**src/hdl/lps_pkg.sv**
```systemverilog
// Shared constants, types and field widths for the line pixel stepper.
`timescale 1ns / 1ps

package lps_pkg;

    localparam int COORD_W = 12;
    localparam int DEPTH_W = 32;
    localparam int RGB_W = 24;
    localparam int DIST_W = COORD_W + 1;
    localparam int ERR_W = COORD_W + 4;

    localparam int IN_FIELDS_W = 4 * COORD_W + 2 * DEPTH_W + RGB_W;
    localparam int IN_DATA_W = ((IN_FIELDS_W + 7) / 8) * 8;
    localparam int OUT_FIELDS_W = 2 * COORD_W + DEPTH_W + RGB_W;
    localparam int OUT_DATA_W = ((OUT_FIELDS_W + 7) / 8) * 8;

    localparam logic MODE_START = 1'b0;
    localparam logic MODE_NEXT = 1'b1;

    typedef struct packed {
        logic                       active;
        logic signed [COORD_W-1:0]  cur_x;
        logic signed [COORD_W-1:0]  cur_y;
        logic signed [ERR_W-1:0]    err;
        logic [DIST_W-1:0]          steps;
        logic signed [COORD_W-1:0]  tgt_x;
        logic signed [COORD_W-1:0]  tgt_y;
        logic [DEPTH_W-1:0]         depth;
        logic [RGB_W-1:0]           rgb;
        logic                       is_wide;
        logic                       is_rising;
        logic signed [ERR_W-1:0]    inc_diag;
        logic signed [ERR_W-1:0]    inc_straight;
    } line_state_t;

    typedef struct packed {
        logic signed [COORD_W-1:0]  x;
        logic signed [COORD_W-1:0]  y;
        logic [DEPTH_W-1:0]         z;
        logic [RGB_W-1:0]           rgb;
    } pixel_t;

endpackage

```
**src/hdl/lps_setup.sv**
```systemverilog
// Line setup: orders the endpoints and derives the octant, step count and error terms.
`timescale 1ns / 1ps

module lps_setup (
    input  logic signed [lps_pkg::COORD_W-1:0] x_start,
    input  logic signed [lps_pkg::COORD_W-1:0] y_start,
    input  logic [lps_pkg::DEPTH_W-1:0]        z_start,
    input  logic signed [lps_pkg::COORD_W-1:0] x_end,
    input  logic signed [lps_pkg::COORD_W-1:0] y_end,
    input  logic [lps_pkg::DEPTH_W-1:0]        z_end,
    input  logic [lps_pkg::RGB_W-1:0]          line_rgb,
    output lps_pkg::line_state_t               init_state
);

    logic                               swap;
    logic signed [lps_pkg::COORD_W-1:0] xa;
    logic signed [lps_pkg::COORD_W-1:0] ya;
    logic signed [lps_pkg::COORD_W-1:0] xb;
    logic signed [lps_pkg::COORD_W-1:0] yb;
    logic signed [lps_pkg::DIST_W-1:0]  dx;
    logic signed [lps_pkg::DIST_W-1:0]  dy;
    logic signed [lps_pkg::DIST_W-1:0]  ady;
    logic signed [lps_pkg::ERR_W-1:0]   dx_e;
    logic signed [lps_pkg::ERR_W-1:0]   dy_e;
    logic signed [lps_pkg::ERR_W-1:0]   dx2;
    logic signed [lps_pkg::ERR_W-1:0]   dy2;
    logic                               rising;
    logic                               wide;

    assign swap = x_start > x_end;
    assign xa = swap ? x_end : x_start;
    assign ya = swap ? y_end : y_start;
    assign xb = swap ? x_start : x_end;
    assign yb = swap ? y_start : y_end;

    assign dx = lps_pkg::DIST_W'(xb) - lps_pkg::DIST_W'(xa);
    assign dy = lps_pkg::DIST_W'(yb) - lps_pkg::DIST_W'(ya);
    assign ady = dy[lps_pkg::DIST_W-1] ? -dy : dy;
    assign rising = !dy[lps_pkg::DIST_W-1] && (dy != '0);
    assign wide = dx >= ady;

    assign dx_e = lps_pkg::ERR_W'(dx);
    assign dy_e = lps_pkg::ERR_W'(dy);
    assign dx2 = dx_e <<< 1;
    assign dy2 = dy_e <<< 1;

    always_comb begin
        init_state.active = 1'b1;
        init_state.cur_x = xa;
        init_state.cur_y = ya;
        init_state.tgt_x = xb;
        init_state.tgt_y = yb;
        init_state.depth = swap ? z_end : z_start;
        init_state.rgb = line_rgb;
        init_state.is_wide = wide;
        init_state.is_rising = rising;
        init_state.inc_diag = rising ? (dy2 - dx2) : (dy2 + dx2);
        if (wide) begin
            init_state.steps = dx;
            init_state.inc_straight = dy2;
            init_state.err = rising ? (dy2 - dx_e) : (dy2 + dx_e);
        end else begin
            init_state.steps = ady;
            init_state.inc_straight = rising ? -dx2 : dx2;
            init_state.err = rising ? (dy_e - dx2) : (dy_e + dx2);
        end
    end

endmodule

```
**src/hdl/lps_step.sv**
```systemverilog
// Pixel step: emits the current pixel and, unless it is the end point, advances the midpoint error by one move.
`timescale 1ns / 1ps

module lps_step (
    input  lps_pkg::line_state_t cur_state,
    output lps_pkg::pixel_t      pixel,
    output logic                 last,
    output lps_pkg::line_state_t next_state
);

    logic err_pos;
    logic err_neg;
    logic diag;
    logic move_x;
    logic move_y;
    logic signed [lps_pkg::COORD_W-1:0] y_step;

    assign err_neg = cur_state.err[lps_pkg::ERR_W-1];
    assign err_pos = !err_neg && (cur_state.err != '0);
    assign diag = (cur_state.is_wide == cur_state.is_rising) ? err_pos : err_neg;
    assign move_x = diag || cur_state.is_wide;
    assign move_y = diag || !cur_state.is_wide;
    assign y_step = cur_state.is_rising ? lps_pkg::COORD_W'(1) : '1;
    assign last = (cur_state.steps == '0);

    always_comb begin
        pixel.z = cur_state.depth;
        pixel.rgb = cur_state.rgb;
        next_state = cur_state;
        if (last) begin
            pixel.x = cur_state.tgt_x;
            pixel.y = cur_state.tgt_y;
            next_state.active = 1'b0;
        end else begin
            pixel.x = cur_state.cur_x;
            pixel.y = cur_state.cur_y;
            if (move_x) begin
                next_state.cur_x = cur_state.cur_x + lps_pkg::COORD_W'(1);
            end
            if (move_y) begin
                next_state.cur_y = cur_state.cur_y + y_step;
            end
            next_state.err = cur_state.err
                + (diag ? cur_state.inc_diag : cur_state.inc_straight);
            next_state.steps = cur_state.steps - lps_pkg::DIST_W'(1);
        end
    end

endmodule

```
**src/hdl/line_pixel_stepper_top.sv**
```systemverilog
// Top level of the line pixel stepper: input register, line state and result register.
//
// The s_ channel carries one command per transaction. s_tuser is the mode: a start
// transaction loads two endpoints, a depth and a color from s_tdata and yields the
// first pixel; a next transaction yields the following pixel of the active line.
// Every accepted transaction gives exactly one result transaction on the m_ channel.
// m_tuser is high when a pixel is produced and low when a next transaction found no
// active line (then m_tdata and m_tlast are zero). m_tlast marks the end point.
// The pixel depth is the depth of the left endpoint, held for the whole line.
// A command passes through the input register and then the result register before m_tvalid
// rises; the result register loads only when it is empty or being read. One add and compare per
// command, so one command is taken every cycle while the receiver does not stall.
// When the receiver stalls, the result register holds its transaction and the input
// register still takes one more command; s_tready falls only when both are full.
// Reset (aresetn low, synchronous) empties both registers and drops any active line.
`timescale 1ns / 1ps

module line_pixel_stepper_top (
    input  logic                            aclk,
    input  logic                            aresetn,
    input  logic                            s_tvalid,
    output logic                            s_tready,
    // Fields from bit 0: x_start, y_start, z_start, x_end, y_end, z_end, line_rgb.
    input  logic [lps_pkg::IN_DATA_W-1:0]   s_tdata,
    // Fields from bit 0: mode.
    input  logic                            s_tuser,
    output logic                            m_tvalid,
    input  logic                            m_tready,
    // Fields from bit 0: pixel_x, pixel_y, pixel_z, pixel_rgb.
    output logic [lps_pkg::OUT_DATA_W-1:0]  m_tdata,
    // Fields from bit 0: valid_res.
    output logic                            m_tuser,
    output logic                            m_tlast
);

    localparam int CW = lps_pkg::COORD_W;
    localparam int DW = lps_pkg::DEPTH_W;

    logic                                in_valid_reg;
    logic                                in_mode_reg;
    logic [lps_pkg::IN_FIELDS_W-1:0]     in_data_reg;
    logic                                out_valid_reg;
    logic                                out_res_reg;
    logic                                out_last_reg;
    lps_pkg::pixel_t                     out_pixel_reg;
    lps_pkg::line_state_t                state_reg;
    lps_pkg::line_state_t                state_next;

    logic                                out_load;
    logic                                work;
    lps_pkg::line_state_t                init_state;
    lps_pkg::line_state_t                base_state;
    lps_pkg::line_state_t                stepped_state;
    lps_pkg::pixel_t                     step_pixel;
    logic                                step_last;
    logic                                produce;
    lps_pkg::pixel_t                     res_pixel;
    logic                                res_last;

    assign out_load = !out_valid_reg || m_tready;
    assign s_tready = !in_valid_reg || out_load;
    assign work = in_valid_reg && out_load;

    always_ff @(posedge aclk) begin
        if (!aresetn) begin
            in_valid_reg <= 1'b0;
        end else if (s_tready) begin
            in_valid_reg <= s_tvalid;
        end
    end

    always_ff @(posedge aclk) begin
        if (s_tready && s_tvalid) begin
            in_mode_reg <= s_tuser;
            in_data_reg <= s_tdata[lps_pkg::IN_FIELDS_W-1:0];
        end
    end

    lps_setup u_setup (
        .x_start    (in_data_reg[CW-1:0]),
        .y_start    (in_data_reg[2*CW-1:CW]),
        .z_start    (in_data_reg[2*CW+DW-1:2*CW]),
        .x_end      (in_data_reg[3*CW+DW-1:2*CW+DW]),
        .y_end      (in_data_reg[4*CW+DW-1:3*CW+DW]),
        .z_end      (in_data_reg[4*CW+2*DW-1:4*CW+DW]),
        .line_rgb   (in_data_reg[lps_pkg::IN_FIELDS_W-1:4*CW+2*DW]),
        .init_state (init_state)
    );

    assign base_state = (in_mode_reg == lps_pkg::MODE_START) ? init_state : state_reg;
    assign produce = (in_mode_reg == lps_pkg::MODE_START) || state_reg.active;

    lps_step u_step (
        .cur_state  (base_state),
        .pixel      (step_pixel),
        .last       (step_last),
        .next_state (stepped_state)
    );

    always_comb begin
        if (produce) begin
            state_next = stepped_state;
            res_pixel = step_pixel;
            res_last = step_last;
        end else begin
            state_next = state_reg;
            res_pixel = '0;
            res_last = 1'b0;
        end
    end

    always_ff @(posedge aclk) begin
        if (!aresetn) begin
            state_reg <= '0;
        end else if (work) begin
            state_reg <= state_next;
        end
    end

    always_ff @(posedge aclk) begin
        if (!aresetn) begin
            out_valid_reg <= 1'b0;
        end else if (out_load) begin
            out_valid_reg <= in_valid_reg;
        end
    end

    always_ff @(posedge aclk) begin
        if (work) begin
            out_res_reg <= produce;
            out_last_reg <= res_last;
            out_pixel_reg <= res_pixel;
        end
    end

    assign m_tvalid = out_valid_reg;
    assign m_tuser = out_res_reg;
    assign m_tlast = out_last_reg;
    assign m_tdata = lps_pkg::OUT_DATA_W'({out_pixel_reg.rgb, out_pixel_reg.z,
                                           out_pixel_reg.y, out_pixel_reg.x});

endmodule

```
**config.mk**
```make
export PLATFORM = sky130hd
export DESIGN_NAME = line_pixel_stepper_top
export DESIGN_NICKNAME = d
export VERILOG_FILES = /design/src/hdl/lps_pkg.sv /design/src/hdl/lps_setup.sv /design/src/hdl/lps_step.sv /design/src/hdl/line_pixel_stepper_top.sv
export SDC_FILE = /design/constraint.sdc
export NUM_CORES = 1
export LEC_CHECK = 0
export ABC_CLOCK_PERIOD_IN_PS = 12500
export BUFFER_PORTS_ARGS = -buffer_cell sky130_fd_sc_hd__buf_2
export CAP_MARGIN = 20
export CORE_MARGIN = 2
export CORE_UTILIZATION = 30
export DETAILED_ROUTE_END_ITERATION = 10
export GPL_TIMING_DRIVEN = 0
export HOLD_SLACK_MARGIN = 0.12
export PLACE_DENSITY = 0.42
export SETUP_SLACK_MARGIN = 0.3
export SLEW_MARGIN = 20
export SYNTH_ARGS = -nofsm -noshare
export SYNTH_HDL_FRONTEND = slang
export SYNTH_HIERARCHICAL = 1
export SYNTH_SLANG_ARGS = --single-unit
```
**constraint.sdc**
```tcl
create_clock -name aclk -period 12.5 [get_ports aclk]
set_clock_uncertainty 0.2 [all_clocks]
set_input_delay 3.75 -clock aclk [delete_from_list [all_inputs] [get_ports aclk]]
set_output_delay 3.75 -clock aclk [all_outputs]
set_load 0.01 [all_outputs]
```
* Word level (Yosys, flattened, before mapping)
Index checks and enable logic that the tools add are counted.
W data, S select, Z words.
** Storage, ports and cells
- Flip-flop bits (word level) :: 389
- Output and inout bits :: 84
- Word-level logic and storage cells :: 82
** Operators by class
- Add/subtract/negate cells :: 14
- $lt $le $gt $ge :: 2
- Eq/ne operators :: 2
- Mux-type cells :: 21
- Bitwise operators :: 1
- Reduce and logical (&&, ||, !) cells :: 19
** Operators by type and width (number)
- $mux W168 :: 1
- $mux W16 :: 6
- $mux W12 :: 7
- $mux W53 :: 1
- $mux W32 :: 1
- $mux W29 :: 1
- $sub A12 B12 Y13 :: 2
- $mux W24 :: 1
- $add A16 B16 Y16 :: 1
- $neg A14 Y16 :: 1
- $reduce_bool A16 Y1 :: 1
- $add A13 B14 Y15 :: 1
- $add A14 B13 Y15 :: 1
- $add A14 B14 Y15 :: 1
- $sub A13 B14 Y15 :: 1
- $sub A14 B13 Y15 :: 1
- $sub A14 B14 Y15 :: 1
- $ge A13 B13 Y1 :: 1
- $logic_not A13 Y1 :: 1
- $mux W13 :: 1
- $neg A13 Y13 :: 1
- $reduce_bool A13 Y1 :: 1
- $sub A13 B1 Y13 const B :: 1
- $add A12 B12 Y12 :: 1
- 11 further kinds :: 23

* Depth between registers and ports, before layout
Gate-level depths: netlist (run 1).
- Depth after elaboration :: 14
- Depth in mapped cells :: 62
- Depth with buffers taken out :: 55

* Modules after synthesis
The synthesis (run 1) kept the hierarchy.
** By module, submodules not included
- line_pixel_stepper_top :: instances 1, cells each 1237, area an instance 15970.3 µm², sequential area each 9979.6 µm²
- lps_setup :: instances 1, cells each 1175, area an instance 7186.9 µm², sequential area each 0.0 µm²
- lps_step :: instances 1, cells each 539, area an instance 3678.5 µm², sequential area each 0.0 µm²

* Least setup slack after synthesis (run 1)
OpenSTA, ideal clock, no wires.
- Path kind :: register to register
- Start point :: reg in_data_reg[56] (netlist bit)
- End point :: reg state_reg[137] (netlist bit)
- Data arrival time :: 11.076 ns
- Setup slack :: 1.152 ns
- Cell stages (with the launch flop) :: 55
- Path buffers :: 8
- Cells stage by stage :: edfxtp_1 ha_1 nand4_1 or3_4 nand2_4 a21oi_4 nor2_2 clkbuf_1 buf_2 buf_1 nor2_1 a21oi_1 ha_1 nor2_1 maj3_1 maj3_1 mux2i_1 xor2_1 [19 not listed] a21oi_1 mux2_2 nor4_1 a41oi_1 mux2i_1 clkbuf_1 mux2_2 ha_1 fa_1 a21o_1 a21oi_1 o21ai_0 o21a_1 a311oi_1 xor2_1 o21ai_0 nand2_1 mux2i_1
** RTL lines
- from (decl) :: RTL line line_pixel_stepper_top.sv:41 : logic [lps_pkg::IN_FIELDS_W-1:0] in_data_reg;
- from (signal assigned) :: RTL line line_pixel_stepper_top.sv:75 : in_data_reg <= s_tdata[lps_pkg::IN_FIELDS_W-1:0];
- to (signal assigned) :: RTL line line_pixel_stepper_top.sv:116 : state_reg <= state_next;
- to (decl) :: RTL line line_pixel_stepper_top.sv:46 : lps_pkg::line_state_t state_reg;

==> impl_results.html, run 1 <==
<table>
<tr><th>Metric</th><th>Value</th></tr>
<tr><th colspan="2">Worst setup path</th></tr>
<tr><td>Data required, critical path</td><td>12.83 ns</td></tr>
<tr><td>Length in cells of the worst reg-to-reg path</td><td>53</td></tr>
<tr><td>Maximum fanout count along the critical path</td><td>10</td></tr>
<tr><td>Capturing element type of the critical path</td><td>register</td></tr>
<tr><td>Endpoint of the worst register-to-register path</td><td>state_reg[139]$_SDFFE_PN0P_</td></tr>
<tr><td>Bufs and invs on worst path</td><td>7</td></tr>
<tr><td>Delay of the slowest critical-path stage</td><td>0.50 ns</td></tr>
<tr><td>Startpoint Class</td><td>register</td></tr>
<tr><td>Launch instance of the worst register-to-register path</td><td>in_data_reg[6]$_DFFE_PP_</td></tr>
<tr><td>Setup slack of the most critical reg-to-reg path</td><td>0.98 ns</td></tr>
<tr><td>Slowest cell on crit path</td><td>sky130_fd_sc_hd__edfxtp_1</td></tr>
<tr><td>Family with the most delay on the worst path</td><td>compound AO/OA/AOI/OAI gates</td></tr>
<tr><td>Data arrival time of the critical path</td><td>11.85 ns</td></tr>
<tr><td>Worst Path Class, Setup</td><td>reg -&gt; reg</td></tr>
<tr><th colspan="2">Drt</th></tr>
<tr><td>Vias per std cell</td><td>4.83</td></tr>
<tr><td>Detailed-route DRC error count</td><td>0</td></tr>
<tr><td>Drt pass-1 iters</td><td>5</td></tr>
<tr><td>Total via count after detailed routing</td><td>21517</td></tr>
<tr><td>Antenna-violating nets left</td><td>0</td></tr>
<tr><td>1st-iter DRT viols</td><td>1135</td></tr>
<tr><td>Final routed wirelength across all metal layers</td><td>87900 um</td></tr>
<tr><td>DR WL/cell</td><td>19.7 um</td></tr>
<tr><th colspan="2">Clock tree</th></tr>
<tr><td>CTS tree</td><td>done</td></tr>
<tr><td>Root buffer cell</td><td>sky130_fd_sc_hd__clkbuf_16</td></tr>
<tr><td>Number of buffers added by the clock tree synthesis step</td><td>48</td></tr>
<tr><td>Clock-pin slew reported for the worst setup and hold paths after clock tree synthesis</td><td>0.06 ns</td></tr>
<tr><td>Buffers from clock root to sink, at most</td><td>3</td></tr>
<tr><td>Clk_lat worst skew</td><td>0.59 ns</td></tr>
<tr><td>H-tree levels</td><td>2</td></tr>
<tr><td>Clock Sink Count</td><td>389</td></tr>
<tr><td>Quantity of hold-fixing buffers added after cts</td><td>0</td></tr>
<tr><th colspan="2">Status</th></tr>
<tr><td>Outcome</td><td>finished clean</td></tr>
<tr><th colspan="2">Hold path</th></tr>
<tr><td>Hold_sp</td><td>state_reg[102]$_SDFFE_PN0P_</td></tr>
<tr><td>Hold Path Class</td><td>reg -&gt; reg</td></tr>
<tr><td>Worst-case hold path end point</td><td>state_reg[102]$_SDFFE_PN0P_</td></tr>
<tr><td>Hold Crit Depth</td><td>2</td></tr>
<tr><th colspan="2">Placed design</th></tr>
<tr><td>Worst setup slack after placement</td><td>-3.25 ns</td></tr>
<tr><td>Post-DP HPWL</td><td>68500 um</td></tr>
<tr><td>Final weighted congestion in routability-driven placement</td><td>0.884</td></tr>
<tr><td>Port Buffers</td><td>223</td></tr>
<tr><th colspan="2">Power</th></tr>
<tr><td>Leakage power</td><td>0.0129 uW</td></tr>
<tr><td>PwrDens</td><td>209 mW/mm^2</td></tr>
<tr><td>Maximum VDD drop</td><td>104 uV</td></tr>
<tr><th colspan="2">Layout</th></tr>
<tr><td>Area Growth Syn to Fin</td><td>17.9%</td></tr>
<tr><td>Share of layout cells above drive strength 1</td><td>26.3%</td></tr>
<tr><td>Number of antenna diodes</td><td>0</td></tr>
<tr><td>Fraction of the core area covered by cells at the end of the flow</td><td>35.8%</td></tr>
<tr><td>Area taken by multi-input logic gates</td><td>0.0144 sq mm</td></tr>
<tr><td>Nets@finish</td><td>3483</td></tr>
<tr><td>Filler cell count</td><td>9039</td></tr>
<tr><td>Footprint of the flip-flops and latches</td><td>0.00998 sq mm</td></tr>
<tr><td>Flip-flop count of the largest register after layout</td><td>168</td></tr>
<tr><th colspan="2">Timing</th></tr>
<tr><td>Total negative slack for setup checks</td><td>0 ns</td></tr>
<tr><td>Hold violation total from the final report</td><td>0</td></tr>
<tr><td>Time the worst path needs with I/O delays and setup</td><td>11.52 ns</td></tr>
<tr><td>Max Clock Freq</td><td>86.8 MHz</td></tr>
<tr><td>Setup-failing EPs final</td><td>0</td></tr>
<tr><td>Worst Slack Setup Final</td><td>0.977 ns</td></tr>
<tr><td>Setup repair after global routing missed its margin</td><td>no</td></tr>
<tr><td>Relative slew slack</td><td>30.8%</td></tr>
<tr><td>Final Cycle Share</td><td>92.2%</td></tr>
<tr><td>Transition time at the pin with the least slew margin</td><td>1.02 ns</td></tr>
<tr><td>Pins over their slew limit</td><td>0</td></tr>
<tr><th colspan="2">Yosys</th></tr>
<tr><td>Area fraction in compound gates after synthesis</td><td>9.58%</td></tr>
<tr><td>Async S/R FF share, synth</td><td>0%</td></tr>
<tr><td>Netlist area before placement</td><td>0.0268 sq mm</td></tr>
<tr><td>Basic-gate share of the synthesized area counting and, or, nand and nor cells</td><td>18.3%</td></tr>
<tr><td>Area leader, netlist</td><td>sky130_fd_sc_hd__edfxtp_1</td></tr>
<tr><td>Area share of fa/ha/maj cells after synthesis</td><td>5.23%</td></tr>
<tr><td>Predominant post-synthesis flop cell</td><td>sky130_fd_sc_hd__edfxtp_1</td></tr>
<tr><td>Share of cell area taken by muxes after synthesis</td><td>14.9%</td></tr>
<tr><td>Dominant combinational cell family by area after synthesis</td><td>simple AND/OR/NAND/NOR gates</td></tr>
<tr><td>Number of warnings printed during yosys synthesis</td><td>6</td></tr>
<tr><td>Mapped Cells</td><td>2951</td></tr>
<tr><td>Flops &amp; latches, synth</td><td>389</td></tr>
<tr><td>Number of unique standard cell types used by synthesis</td><td>99</td></tr>
<tr><td>Xor and xnor area share after synthesis</td><td>4.72%</td></tr>
<tr><td>Number of enable-type register cells in the synthesized netlist</td><td>219</td></tr>
<tr><td>Avg Inst Size Synth</td><td>9.09 sq um</td></tr>
<tr><td>Post-synth top area share</td><td>24.5%</td></tr>
<tr><td>Cells taking the most area after synthesis</td><td>sky130_fd_sc_hd__edfxtp_1, sky130_fd_sc_hd__dfxtp_1, sky130_fd_sc_hd__nand2_1</td></tr>
<tr><td>Sequential cell area fraction in the yosys report</td><td>37.2%</td></tr>
<tr><th colspan="2">Floorplan</th></tr>
<tr><td>Die Outline Area</td><td>0.0919 sq mm</td></tr>
<tr><td>Height of the die</td><td>303 um</td></tr>
<tr><td>Die width</td><td>303 um</td></tr>
<tr><td># IOs</td><td>225</td></tr>
<tr><td>Number of standard-cell rows in the floorplan</td><td>109</td></tr>
<tr><td>Initial core utilization</td><td>30.3%</td></tr>
<tr><td>Placeable core region</td><td>0.0885 sq mm</td></tr>
<tr><th colspan="2">Global route</th></tr>
<tr><td>Number of global-route vias before repair</td><td>21802</td></tr>
<tr><td>First-pass GRT wire length</td><td>131000 um</td></tr>
<tr><td>Initial antenna violation count</td><td>0</td></tr>
<tr><td>Aggregate global-route resource usage</td><td>18.8%</td></tr>
<tr><td>Total congestion overflow after global routing</td><td>0</td></tr>
<tr><td>Largest net degree at the start of global routing</td><td>60</td></tr>
<tr><th colspan="2">Flow run</th></tr>
<tr><td>Number of max-capacitance violations reported</td><td>0</td></tr>
</table>
## Yosys cell counts, types with 15 or more instances
library cell / number
sky130_fd_sc_hd__nand2_1: 678
sky130_fd_sc_hd__edfxtp_1: 219
sky130_fd_sc_hd__buf_4: 211
sky130_fd_sc_hd__mux2_2: 188
sky130_fd_sc_hd__mux2i_1: 183
sky130_fd_sc_hd__dfxtp_1: 170
sky130_fd_sc_hd__nor2_1: 137
sky130_fd_sc_hd__o21ai_0: 119
sky130_fd_sc_hd__a21oi_1: 101
sky130_fd_sc_hd__xnor2_1: 100
sky130_fd_sc_hd__and2_1: 97
sky130_fd_sc_hd__ha_1: 91
sky130_fd_sc_hd__clkbuf_1: 86
sky130_fd_sc_hd__inv_1: 71
sky130_fd_sc_hd__xor2_1: 39
sky130_fd_sc_hd__a21o_1: 26
sky130_fd_sc_hd__buf_2: 26
sky130_fd_sc_hd__nand3_1: 26
sky130_fd_sc_hd__nor2b_1: 26
sky130_fd_sc_hd__nor3_1: 23
sky130_fd_sc_hd__nand2b_1: 21
sky130_fd_sc_hd__nand4_1: 19
sky130_fd_sc_hd__a31oi_1: 15
sky130_fd_sc_hd__maj3_1: 15
## where the power goes
part	internal [uW]	switching [uW]	leakage, uW	total (uW)
registers	1450	47.4	0.00352	1500
logic	1480	2120	0.00856	3600
clock network	925	582	0.000834	1510
total	3860	2750	0.0129	6610
## through the flow
stage | area (sq um) | hold WS, ns | power (uW) | instances
floorplan | 26800 | 0.231 | 3990 | 2952
CTS | 31400 | 0.255 | 6590 | 4439
global route | 31600 | 0.265 | 7060 | 4452
detailed placement | 29600 | 0.245 | 4980 | 4346
finish | 31600 | 0.252 | 6610 | 4452
global placement | 29400 | 0.239 | 4940 | 4340
## how the worst max path moves through the flow
stage / endpoint / slack (ns) / cells past startpoint / start
after floorplan: state_reg[137]$_SDFFE_PN0P_ / 1.15 / 54 / in_data_reg[56]$_DFFE_PP_
after global placement: state_reg[137]$_SDFFE_PN0P_ / -3.46 / 57 / in_data_reg[56]$_DFFE_PP_
after detailed placement: state_reg[137]$_SDFFE_PN0P_ / -3.25 / 57 / in_data_reg[56]$_DFFE_PP_
after CTS: state_reg[137]$_SDFFE_PN0P_ / 0.30 / 54 / in_data_reg[63]$_DFFE_PP_
after global routing: state_reg[139]$_SDFFE_PN0P_ / 0.29 / 54 / in_data_reg[63]$_DFFE_PP_
final: state_reg[139]$_SDFFE_PN0P_ / 0.98 / 53 / in_data_reg[6]$_DFFE_PP_
## layout by cell type (no fill, tap or decap), drive strengths merged, types with 11 or more instances in the layout
cell and count:
nand3 26, buf 519, nor2b 26, nor3 24, dfxtp 170, and2 97
clkbuf 141, inv 77, or2 11, nand4 23, a21oi 105, mux2 191
ha 91, a211oi 14, o21bai 13, nand2 681, o211ai 14, clkinv 19
edfxtp 219, maj3 18, nor4 15, and3 12, nor2 141, xor2 41
o21ai 126, mux2i 184, a21o 29, nand2b 21, xnor2 101, a31oi 15
## what timing repair did
item | CTS | global route
setup buffers | 3 | 12
gates resized for setup | 35 | 52
cloned | 0 | 0
setup endpoints to repair | 78 | 14
pin swaps | 3 | 14
## area by class of cell
cell class | instances | share of cell area (%)
Clock buffer | 60 | 4.10
Inverter | 77 | 0.929
Timing Repair Buffer | 245 | 4.31
Buffer | 355 | 7.82
Sequential cell | 389 | 31.5
Multi-Input combinational cell | 2131 | 45.4
Tap cell | 1165 | 4.61
Clock inverter | 30 | 1.32
## worst reg2reg max path: cells and delay by family, from the launching register on
family / cells / cell delay (ns)
AO/OA/AOI/OAI: 14 / 2.72
adder cells (fa/ha/maj): 8 / 2.44
AND/OR/NAND/NOR: 14 / 2.29
multiplexers: 6 / 1.50
buffers and inverters: 7 / 1.21
XOR/XNOR: 4 / 0.58
flip-flops: 1 / 0.50
## layer usage
layer	vias up	routed length, um	track usage [%]
li1	10554	-	-
met3	115	3520	2.32
met2	473	44600	33.9
met4	0	2730	6.18
met1	10375	37100	23.2
met5	-	0	0
## cell families (layout without fill, tap and decap cells)
logic type / count (synthesis) / after routing
flip-flops: 389 / 389
AO/OA/AOI/OAI: 397 / 397
adder cells (fa/ha/maj): 113 / 113
AND/OR/NAND/NOR: 1101 / 1101
buffers and inverters: 432 / 767
XOR/XNOR: 142 / 142
other: 2 / 3
multiplexers: 375 / 375
No activity file was read; power rests on OpenSTA's default activity.
==> inputs of run 2 (changes only) <==
ABC_CLOCK_PERIOD_IN_PS = 10900   (was 12500)
SLEW_MARGIN = not set   (was 20)
clock period = 10.9 ns   (was 12.5 ns; I/O delays follow)
==> run 2 against run 1 <==
Against the previous run: setup slack worse by 0.55 ns; sequential power is 15% higher; cell count is 1.3% higher; clock power is 12% higher; sequential share of layout area is 1.1 points lower; utilization is 1.3 points higher; first-iteration DRC count is 7.0% higher; hold slack better by 0.0021 ns; count of clock-buffer cells in the layout is 5 higher; combinational power is 27% higher; critical path type unchanged; largest power group unchanged; highest routed layer unchanged.
==> impl_results.html, run 2 (same netlist as run 1, synthesis figures left out) <==
<table>
<tr><th>Metric</th><th>Value</th></tr>
<tr><th colspan="2">Layout</th></tr>
<tr><td>Flip-flop count of the largest register after layout</td><td>168 (unchanged)</td></tr>
<tr><td>Footprint of the flip-flops and latches</td><td>0.00998 sq mm (unchanged)</td></tr>
<tr><td>Cell area after layout</td><td>0.0328 sq mm (+3.5%)</td></tr>
<tr><td>Most frequent standard cell in the layout excluding fill and tap cells</td><td>sky130_fd_sc_hd__nand2_1</td></tr>
<tr><td>Share of layout cells above drive strength 1</td><td>29.8% (+3.4 points)</td></tr>
<tr><td>Filler cell count</td><td>8927 (-1.2%)</td></tr>
<tr><td>Nets@finish</td><td>3540 (+1.6%)</td></tr>
<tr><td>Area Growth Syn to Fin</td><td>22.1%</td></tr>
<tr><td>Number of antenna diodes</td><td>0 (unchanged)</td></tr>
<tr><td>Area taken by multi-input logic gates</td><td>0.0149 sq mm (+4.0%)</td></tr>
<tr><td>Leading cell types in the layout, fill and taps excluded</td><td>sky130_fd_sc_hd__nand2_1, sky130_fd_sc_hd__buf_4, sky130_fd_sc_hd__buf_2</td></tr>
<tr><th colspan="2">Worst setup path</th></tr>
<tr><td>First element of the critical path</td><td>in_data_reg[11]$_DFFE_PP_</td></tr>
<tr><td>Launch instance of the worst register-to-register path</td><td>in_data_reg[11]$_DFFE_PP_</td></tr>
<tr><td>Setup slack of the most critical reg-to-reg path</td><td>0.42 ns (-0.55 ns)</td></tr>
<tr><td>Delay of the slowest critical-path stage</td><td>0.45 ns (-0.05 ns)</td></tr>
<tr><td>Data required, critical path</td><td>11.20 ns (-1.63 ns)</td></tr>
<tr><td>Data arrival time of the critical path</td><td>10.77 ns (-1.08 ns)</td></tr>
<tr><td>Slowest cell on crit path</td><td>sky130_fd_sc_hd__edfxtp_1</td></tr>
<tr><td>Capturing element type of the critical path</td><td>register</td></tr>
<tr><td>Maximum fanout count along the critical path</td><td>8 (-2)</td></tr>
<tr><td>Startpoint Class</td><td>register</td></tr>
<tr><td>Length in cells of the worst reg-to-reg path</td><td>53 (unchanged)</td></tr>
<tr><td>Worst Path Class, Setup</td><td>reg -&gt; reg</td></tr>
<tr><td>Endpoint of the worst register-to-register path</td><td>state_reg[137]$_SDFFE_PN0P_</td></tr>
<tr><th colspan="2">Global route</th></tr>
<tr><td>Total congestion overflow after global routing</td><td>0 (unchanged)</td></tr>
<tr><td>Initial antenna violation count</td><td>1 (+1)</td></tr>
<tr><td>Number of global-route vias before repair</td><td>22095 (+1.3%)</td></tr>
<tr><td>First-pass GRT wire length</td><td>134000 um (+1.8%)</td></tr>
<tr><td>Largest net degree at the start of global routing</td><td>69 (+15%)</td></tr>
<tr><td>Aggregate global-route resource usage</td><td>19.1% (+0.26 points)</td></tr>
<tr><th colspan="2">Floorplan</th></tr>
<tr><td>Die width</td><td>303 um (unchanged)</td></tr>
<tr><td>Placeable core region</td><td>0.0885 sq mm (unchanged)</td></tr>
<tr><td># IOs</td><td>225 (unchanged)</td></tr>
<tr><td>Die Outline Area</td><td>0.0919 sq mm (unchanged)</td></tr>
<tr><td>Height of the die</td><td>303 um (unchanged)</td></tr>
<tr><td>Number of standard-cell rows in the floorplan</td><td>109 (unchanged)</td></tr>
<tr><td>Initial core utilization</td><td>30.3% (unchanged)</td></tr>
<tr><th colspan="2">Placed design</th></tr>
<tr><td>Post-DP HPWL</td><td>68800 um (+0.36%)</td></tr>
<tr><td>Final weighted congestion in routability-driven placement</td><td>0.881 (-0.34%)</td></tr>
<tr><td>Post-place instance area</td><td>0.0296 sq mm (+0.13%)</td></tr>
<tr><td>Port Buffers</td><td>223 (unchanged)</td></tr>
<tr><th colspan="2">Clock tree</th></tr>
<tr><td>Clock Sink Count</td><td>389 (unchanged)</td></tr>
<tr><td>CTS tree</td><td>done</td></tr>
<tr><td>Clk_lat worst skew</td><td>0.61 ns (+0.02 ns)</td></tr>
<tr><td>Root buffer cell</td><td>sky130_fd_sc_hd__clkbuf_16</td></tr>
<tr><td>Number of buffers added by the clock tree synthesis step</td><td>50 (+4.2%)</td></tr>
<tr><td>Clock-pin slew reported for the worst setup and hold paths after clock tree synthesis</td><td>0.06 ns (about the same)</td></tr>
<tr><td>Quantity of hold-fixing buffers added after cts</td><td>0 (unchanged)</td></tr>
<tr><td>H-tree levels</td><td>2 (unchanged)</td></tr>
<tr><td>Buffers from clock root to sink, at most</td><td>3 (unchanged)</td></tr>
<tr><th colspan="2">Timing</th></tr>
<tr><td>Setup-failing EPs final</td><td>0 (unchanged)</td></tr>
<tr><td>Final Cycle Share</td><td>96.1% (+3.9 points)</td></tr>
<tr><td>Hold violation total from the final report</td><td>0 (unchanged)</td></tr>
<tr><td>Time the worst path needs with I/O delays and setup</td><td>10.48 ns (-1.05 ns)</td></tr>
<tr><td>Worst Hold Margin</td><td>0.254 ns (+0.00207 ns)</td></tr>
<tr><td>Setup repair after global routing missed its margin</td><td>yes</td></tr>
<tr><td>Max Clock Freq</td><td>95.4 MHz (+10%)</td></tr>
<tr><td>Transition time at the pin with the least slew margin</td><td>1.14 ns (+0.120 ns)</td></tr>
<tr><td>Relative slew slack</td><td>23.9% (-6.9 points)</td></tr>
<tr><td>Pins over their slew limit</td><td>0 (unchanged)</td></tr>
<tr><th colspan="2">Power</th></tr>
<tr><td>Pwr Total</td><td>7980 uW (+21%)</td></tr>
<tr><td>PwrDens</td><td>244 mW/mm^2 (+17%)</td></tr>
<tr><td>Maximum VDD drop</td><td>144 uV (+39%)</td></tr>
<tr><td>Leakage power</td><td>0.0134 uW (+3.5%)</td></tr>
<tr><th colspan="2">Drt</th></tr>
<tr><td>Detailed-route DRC error count</td><td>0 (unchanged)</td></tr>
<tr><td>Vias per std cell</td><td>4.81 (-0.40%)</td></tr>
<tr><td>Total via count after detailed routing</td><td>21715 (+0.92%)</td></tr>
<tr><td>DR WL/cell</td><td>19.8 um (+0.38%)</td></tr>
<tr><td>Final routed wirelength across all metal layers</td><td>89400 um (+1.7%)</td></tr>
<tr><td>Antenna-violating nets left</td><td>0 (unchanged)</td></tr>
<tr><td>1st-iter DRT viols</td><td>1215 (+7.0%)</td></tr>
<tr><td>Drt pass-1 iters</td><td>6 (+1)</td></tr>
<tr><th colspan="2">Flow run</th></tr>
<tr><td>Number of max-capacitance violations reported</td><td>0 (unchanged)</td></tr>
<tr><th colspan="2">Hold path</th></tr>
<tr><td>Hold Crit Depth</td><td>2 (unchanged)</td></tr>
<tr><td>Hold_sp</td><td>state_reg[35]$_SDFFE_PN0P_</td></tr>
<tr><td>Hold Path Class</td><td>reg -&gt; reg</td></tr>
<tr><td>Worst-case hold path end point</td><td>state_reg[35]$_SDFFE_PN0P_</td></tr>
<tr><th colspan="2">Status</th></tr>
<tr><td>Outcome</td><td>finished clean</td></tr>
</table>
==> run 2: per-layer routing <==
layer / vias up / GRT usage, % / wire, um
li1: 10680 / - / -
met1: 10478 / 24.0 / 38400
met2: 451 / 34.3 / 45200
met3: 106 / 2.40 / 3690
met4: 0 / 5.02 / 2140
met5: - / 0 / 0
==> run 2: worst max-delay path by stage <==
stage	to	cells after the start	slack [ns]
2_1_floorplan	state_reg[137]$_SDFFE_PN0P_	50	0.32
4_1_cts	state_reg[139]$_SDFFE_PN0P_	63	0.31
6_report	state_reg[137]$_SDFFE_PN0P_	53	0.42
3_3_place_gp	state_reg[139]$_SDFFE_PN0P_	52	-3.01
3_5_place_dp	state_reg[139]$_SDFFE_PN0P_	54	-3.10
5_1_grt	state_reg[139]$_SDFFE_PN0P_	55	-0.07
==> run 2: layout make-up <==
type | count | area share (%)
buffer | 355 | 7.89
multi-input combinational | 2131 | 45.6
sequential | 389 | 30.5
clock buffer | 65 | 4.12
tap | 1165 | 4.45
inverter | 77 | 0.913
timing repair buffer | 300 | 5.62
clock inverter | 29 | 0.974
==> run 2: where the power goes <==
group	switching (uW)	leakage (uW)	internal [uW]	total (uW)
sequential	54.2	0.00352	1670	1720
combinational	2590	0.00903	1980	4570
clock	689	0.000818	997	1690
total	3340	0.0134	4640	7980
==> run 2: worst max-delay path, delay by kind of cell (launching register included) <==
| family | cells | cell delay [ns] |
|---|---|---|
| simple gates | 16 | 2.25 |
| compound gates | 11 | 2.22 |
| fa+ha+maj | 7 | 1.91 |
| mux | 6 | 1.35 |
| buf+inv | 9 | 1.31 |
| xor+xnor | 4 | 0.61 |
| flops | 1 | 0.45 |
==> run 2: metrics by stage <==
| step | TNS [ns] | setup WS [ns] | util (%) | instances |
|---|---|---|---|---|
| 3_5_place_dp | -102.40 | -3.10 | 33.4 | 4346 |
| 6_report | 0 | 0.422 | 37.0 | 4511 |
| 3_3_place_gp | -93.26 | -3.01 | 33.3 | 4340 |
| 2_1_floorplan | 0 | 0.322 | - | 2952 |
| 4_1_cts | 0 | 0.311 | 36.4 | 4486 |
| 5_1_grt | -0.145 | -0.0725 | 37.0 | 4511 |
==> run 2: repair_timing <==
action	in CTS	in global routing
buffers inserted	45	24
setup endpoints to repair	79	78
pin swaps	40	56
gates resized for setup	131	85
cloned	1	0
